File: config.mk
export PLATFORM = sky130hd
export DESIGN_NAME = shth_probe
export DESIGN_NICKNAME = d
export VERILOG_FILES = /design/src/rtl/shth_pkg.sv /design/src/rtl/shth_probe.sv
export SDC_FILE = /design/constraint.sdc
export NUM_CORES = 1
export LEC_CHECK = 0
export BUFFER_PORTS_ARGS = -buffer_cell sky130_fd_sc_hd__buf_2
export CORE_AREA = 2 2 460 462
export DETAILED_ROUTE_END_ITERATION = 6
export DIE_AREA = 0 0 462 464
export PLACE_DENSITY = 0.3
export SYNTH_ARGS = -nofsm -noshare
export SYNTH_HDL_FRONTEND = slang
export SYNTH_SLANG_ARGS = --single-unit
export TNS_END_PERCENT = 5
File: constraint.sdc
create_clock -name vclk -period 7.3
set_input_delay 1.46 -clock vclk [all_inputs]
set_output_delay 1.46 -clock vclk [all_outputs]
set_load 0.005 [all_outputs]
File: src/rtl/shth_pkg.sv
// Package for the swiss hash table block: request and status codes,
// slot layout constants, controller state type and probe result struct.
// No dependencies.
`default_nettype none
package shth_pkg;

	localparam int HASH_W  = 64;
	localparam int TAG_W   = 32;
	localparam int VALUE_W = 32;
	localparam int FP_W    = 7;
	localparam int TOTAL_W = 11;
	localparam int CFG_W   = 3;
	localparam int LAP_W   = 8;
	localparam int HASH_LSB  = 0;
	localparam int TAG_LSB   = HASH_LSB + HASH_W;
	localparam int VALUE_LSB = TAG_LSB + TAG_W;
	localparam int ERASE_LSB = VALUE_LSB + VALUE_W;
	localparam int SLOT_W    = ERASE_LSB + 1;
	localparam int GRP_SHIFT = 7;

	localparam logic [1:0] REQ_LOOKUP = 2'd0;
	localparam logic [1:0] REQ_UPSERT = 2'd1;
	localparam logic [1:0] REQ_CLEAR  = 2'd2;

	localparam logic [1:0] ST_HIT      = 2'd0;
	localparam logic [1:0] ST_NOTFOUND = 2'd1;
	localparam logic [1:0] ST_FULL     = 2'd2;

	localparam logic [2:0] CFG_RESET = 3'd7;

	typedef enum logic [1:0] {
		FSM_CLEAR,
		FSM_IDLE,
		FSM_PROBE
	} fsm_t;

	typedef struct packed {
		logic found;
		logic empty;
	} probe_res_t;

endpackage
`default_nettype wire

File: src/rtl/shth_probe.sv
// Group match logic: compares every lane of one row and picks the first
// empty or matching slot. Depends on shth_pkg.
`default_nettype none
module shth_probe #(
	parameter int GS = 8,
	parameter int SW = 3
) (
	input  wire logic [GS*shth_pkg::FP_W-1:0]   ctrl_row,
	input  wire logic [GS*shth_pkg::SLOT_W-1:0] data_row,
	input  wire logic [shth_pkg::FP_W-1:0]      want_fp,
	input  wire logic [shth_pkg::HASH_W-1:0]    hash,
	input  wire logic [shth_pkg::TAG_W-1:0]     tag,
	output shth_pkg::probe_res_t                res,
	output logic      [SW-1:0]                  lane
);

	always_comb begin
		logic [shth_pkg::FP_W-1:0]   fp;
		logic [shth_pkg::SLOT_W-1:0] slot;
		logic                        is_match;
		res  = '0;
		lane = '0;
		for (int i = GS - 1; i >= 0; i--) begin
			fp   = ctrl_row[i*shth_pkg::FP_W +: shth_pkg::FP_W];
			slot = data_row[i*shth_pkg::SLOT_W +: shth_pkg::SLOT_W];
			is_match = (fp == want_fp)
				&& (slot[shth_pkg::HASH_LSB +: shth_pkg::HASH_W] == hash)
				&& (slot[shth_pkg::TAG_LSB +: shth_pkg::TAG_W] == tag);
			if (fp == '0) begin
				res.empty = 1'b1;
				res.found = 1'b0;
				lane      = SW'(i);
			end else if (is_match) begin
				res.empty = 1'b0;
				res.found = 1'b1;
				lane      = SW'(i);
			end
		end
	end

endmodule
`default_nettype wire

After elaboration in Yosys (flattened, before gate mapping)

Index checks and enable logic that the tools add are counted.

Memories kept: 0
Memory bits (read-only): 0
Bits of input ports: 1191
Output and inout port bits: 5
Register bits after elaboration: 0
Latch bits: 0
Memory bits (writable): 0

Equality and inequality tests: 24
Shift operators: 0
Div/mod/pow operators: 0
Add/sub/neg operators: 0
Bitwise gates (word level): 0
Mux-type cells: 32
Reductions and logical operators: 24
$mul: 0
Order comparisons: 0

Operator list:

| kind              | count |
|---|---|
| == test 64 bit    | 8 |
| == test 32 bit    | 8 |
| == test 7 bit     | 8 |
| logical NOT 7 bit | 8 |
| two-way mux 3 bit | 16 |
| two-way mux 2 bit | 16 |
| logical AND 1 bit | 16 |

Logic depth before layout (Yosys ltp)

Word-level depth: 19
Depth in mapped cells: 9

Worst setup path after synthesis

OpenSTA, ideal clock, no wires.

Path kind: input to output
Start point: input port hash[55] (netlist bit)
End point: output port lane[0]
Arrival time: 3208 ps
Cell stages on the path: 9
Path buffers: 1
Path slack: 2632 ps
Cells stage by stage: buf_2 nand2b_1 o2111ai_1 a2111oi_2 nand4_1 or4_4 nand4_2 o221ai_2 a31oi_1

Cells in the longest elaborated chain, start to end: 19
Elaborated cells on any way between the ends: 40

Ends and longest elaborated chain:

| what                | line             | source |
|---|---|---|
| start, declared     | shth_probe.sv:11 | `input wire logic [shth_pkg::HASH_W-1:0] hash,` |
| == test 64 bit      | shth_probe.sv:27 | `&& (slot[shth_pkg::HASH_LSB +: shth_pkg::HASH_W] == hash)` |
| logical AND 1 bit   | shth_probe.sv:27 |  |
| logical AND 1 bit   | shth_probe.sv:28 | `&& (slot[shth_pkg::TAG_LSB +: shth_pkg::TAG_W] == tag);` |
| two-way mux 3 bit   | shth_probe.sv:33 | `end else if (is_match) begin` |
| two-way mux 3 bit   | shth_probe.sv:29 | `if (fp == '0) begin` |
| two-way mux 3 bit   | shth_probe.sv:33 |  |
| two-way mux 3 bit   | shth_probe.sv:29 |  |
| two-way mux 3 bit   | shth_probe.sv:33 |  |
| (+3 left out)       | n/a              |  |
| two-way mux 3 bit   | shth_probe.sv:33 |  |
| two-way mux 3 bit   | shth_probe.sv:29 |  |
| two-way mux 3 bit   | shth_probe.sv:33 |  |
| two-way mux 3 bit   | shth_probe.sv:29 |  |
| two-way mux 3 bit   | shth_probe.sv:33 |  |
| two-way mux 3 bit   | shth_probe.sv:29 |  |
| two-way mux 3 bit * | shth_probe.sv:33 |  |
| two-way mux 3 bit * | shth_probe.sv:29 |  |
| end, declared       | shth_probe.sv:14 | `output logic [SW-1:0] lane` |

Every way passes the cells marked *; elsewhere a longest branch is shown, timed or not.

Final worst setup path

Start point: input port tag[20] (netlist bit)
End point: output port lane[0]

Cells in the longest elaborated chain, start to end: 18
Elaborated cells on any way between the ends: 32

Ends and longest elaborated chain:

| what                | line             | source |
|---|---|---|
| start, declared     | shth_probe.sv:12 | `input wire logic [shth_pkg::TAG_W-1:0] tag,` |
| == test 32 bit      | shth_probe.sv:28 |  |
| logical AND 1 bit   | shth_probe.sv:28 |  |
| two-way mux 3 bit   | shth_probe.sv:33 |  |
| two-way mux 3 bit   | shth_probe.sv:29 |  |
| two-way mux 3 bit   | shth_probe.sv:33 |  |
| two-way mux 3 bit   | shth_probe.sv:29 |  |
| two-way mux 3 bit   | shth_probe.sv:33 |  |
| two-way mux 3 bit   | shth_probe.sv:29 |  |
| (+2 left out)       | n/a              |  |
| two-way mux 3 bit   | shth_probe.sv:33 |  |
| two-way mux 3 bit   | shth_probe.sv:29 |  |
| two-way mux 3 bit   | shth_probe.sv:33 |  |
| two-way mux 3 bit   | shth_probe.sv:29 |  |
| two-way mux 3 bit   | shth_probe.sv:33 |  |
| two-way mux 3 bit   | shth_probe.sv:29 |  |
| two-way mux 3 bit * | shth_probe.sv:33 |  |
| two-way mux 3 bit * | shth_probe.sv:29 |  |

Marks and branches as above.

==> impl_results.md <==
* Outcome: finished, final reports clean
* Sum Neg Setup Slack at 0 ns
* Max Cap Viol at 0
* Largest net degree at the start of global routing at 11
* Seq_cells at 0
* Number of global-route vias before repair at 15.76k
* Slew Limit Fails at 0
* Placed cell count at 5125
* Startpoint Class: input pin
* Layout net count at 3513
* Critical Path Sink Type: output pin
* Register area at 0 um2
* Synth Cell Area at 0.01005 mm2
* DR WL/cell at 38.86 um
* Initial DRT Pass Iterations at 5
* Post-route DRC at 0
* CTS resizes at 0
* Clkbuf count at 0
* Hold WC Path Type: in2out
* Starting density of the core at 4.807%
* GRT Residual Overflow at 0
* Final Cycle Share at 95.84%
* Max-slew headroom at 24.94%
* Final hold vios at 0
* Antenna violations before repair at 116
* Max frequency at 0.1429 GHz
* GRT Util Overall at 17.85%
* Fraction of final layout cells sized beyond drive strength 1 at 49.14%
* Min Tclk post-route at 6.996 ns
* DR vias at 15.03k
* Post-CTS Setup Bufs at 0
* Hold Buf Count CTS at 0
* Die width at 462 um
* Worst path arrival time at 5.54 ns
* Net count after synthesis at 2497
* Post-route ant nets at 0
* Buffers on Ports at 932
* Core area at 0.2092 mm2
* Synth Warn # at 0
* Row count at 168
* Total wire length at 200000 um
* Gp weighted congestion at 0.7585
* Worst Hold Launch: ctrl_row[7]
* Finished Layout Cells at 5147
* Post-synthesis sequential area ratio at 0%
* IO Pins at 1196
* Setup violators final at 0
* Worst path required time at 5.84 ns
* Vias per std cell at 2.921
* Die Y at 464 um
* Crit Path Class: in2out
* Unrepaired setup endpoints after global routing: no
* Tightest Pin Transition at 1.116 ns
* Synth cell types at 45
* CP Max Fanout at 7
* Global-route wire length before repair at 230300 um
* DRT iter0 DRCs at 829
* Hold depth at 6
* Hold EP: lane[0]
* Syn Inst Count at 1306
* P&R area growth vs syn at 90.99%
* DP HPWL at 178200 um
* Synth Area per Inst at 7.699 um2
* Die area at 0.2144 mm2
[worst max-delay path, stage by stage]
cell and delay (ns):
buf_2 0.69, xor2_1 0.14, nor4_1 0.75, buf_4 0.31
nand4_1 0.41, buf_4 0.34, or4_4 0.61, nand4_2 0.13
o221ai_2 0.11, a31oi_1 0.20, buf_2 0.25
[placed cells by master (no fill, tap or decap), drive strengths merged, types with 3 or more instances in the layout]
master / n
o2bb2ai: 9
nor2: 6
nor4: 130
nand2: 15
o22ai: 13
or4: 5
nand4: 130
nor3: 14
a22o: 6
nor2b: 9
nand3: 10
a2111oi: 3
a31oi: 3
xnor2: 407
and3: 3
buf: 1117
inv: 34
diode: 22
xor2: 375
nand2b: 6
[Yosys cell counts, types with 2 or more instances]
library cell | instances | share of area [%]
a2111oi_0 | 2 | 0.17
a21o_1 | 2 | 0.15
a21oi_1 | 2 | 0.10
a221oi_1 | 2 | 0.17
a22o_1 | 6 | 0.52
a22oi_1 | 2 | 0.15
a31oi_1 | 3 | 0.19
and3_1 | 3 | 0.19
buf_2 | 84 | 4.2
buf_4 | 10 | 0.75
buf_6 | 9 | 1.0
inv_1 | 33 | 1.2
nand2_1 | 15 | 0.56
nand2b_1 | 6 | 0.37
nand3_1 | 10 | 0.50
nand4_1 | 129 | 8.0
nor2_1 | 6 | 0.22
nor2b_1 | 9 | 0.56
nor3_1 | 14 | 0.70
nor4_1 | 130 | 8.1
o2111ai_1 | 2 | 0.17
o22ai_1 | 13 | 0.81
o2bb2ai_1 | 9 | 0.78
or2_2 | 2 | 0.12
or4_1 | 3 | 0.22
or4_4 | 2 | 0.22
xnor2_1 | 406 | 35
xor2_1 | 375 | 33
[worst max path at each step]
stage | from | end | slack [ns]
3_5_place_dp | tag[20] | lane[0] | 0.20
3_3_place_gp | tag[20] | lane[1] | 0.25
4_1_cts | tag[20] | lane[0] | 0.20
2_1_floorplan | hash[55] | lane[0] | 2.63
6_report | tag[20] | lane[0] | 0.30
5_1_grt | want_fp[5] | res[1] | 0.17
[cells by family (layout without fill, tap and decap cells)]
kind of cell	Yosys count	after routing	synth area share, %
xor gates and xnor gates	782	782	68.19
and+or+nand+nor	335	335	20.45
buffers and inverters	137	1151	7.205
AOI/OAI and AO/OA	52	52	4.156
other	0	22	0
[through the flow]
step / setup slack, ns / hold slack [ns] / util, % / area [um2]
2_1_floorplan: 2.632 / 3.109 / - / 10050
3_3_place_gp: 0.2494 / 3.655 / 9.155 / 19150
3_5_place_dp: 0.2040 / 3.657 / 9.155 / 19150
4_1_cts: 0.1981 / 3.657 / 9.155 / 19150
5_1_grt: 0.1680 / 3.666 / 9.165 / 19170
6_report: 0.3035 / 3.625 / 9.182 / 19200
[cell type report]
cell class / count / area [um2]
repair buffers: 1117 / 6116
multi-input cells: 1169 / 9395
diodes: 22 / 55.05
fillers: 24760 / 189900
well taps: 2805 / 3510
inverters: 34 / 127.6
[per-layer routing]
metal	GRT usage (%)	part of all wire, %	vias to the layer above
li1	-	-	6532
met1	22.92	44	7188
met2	30.17	46	1013
met3	3.782	6.9	239
met4	4.115	2.9	62
met5	0	0.19	-
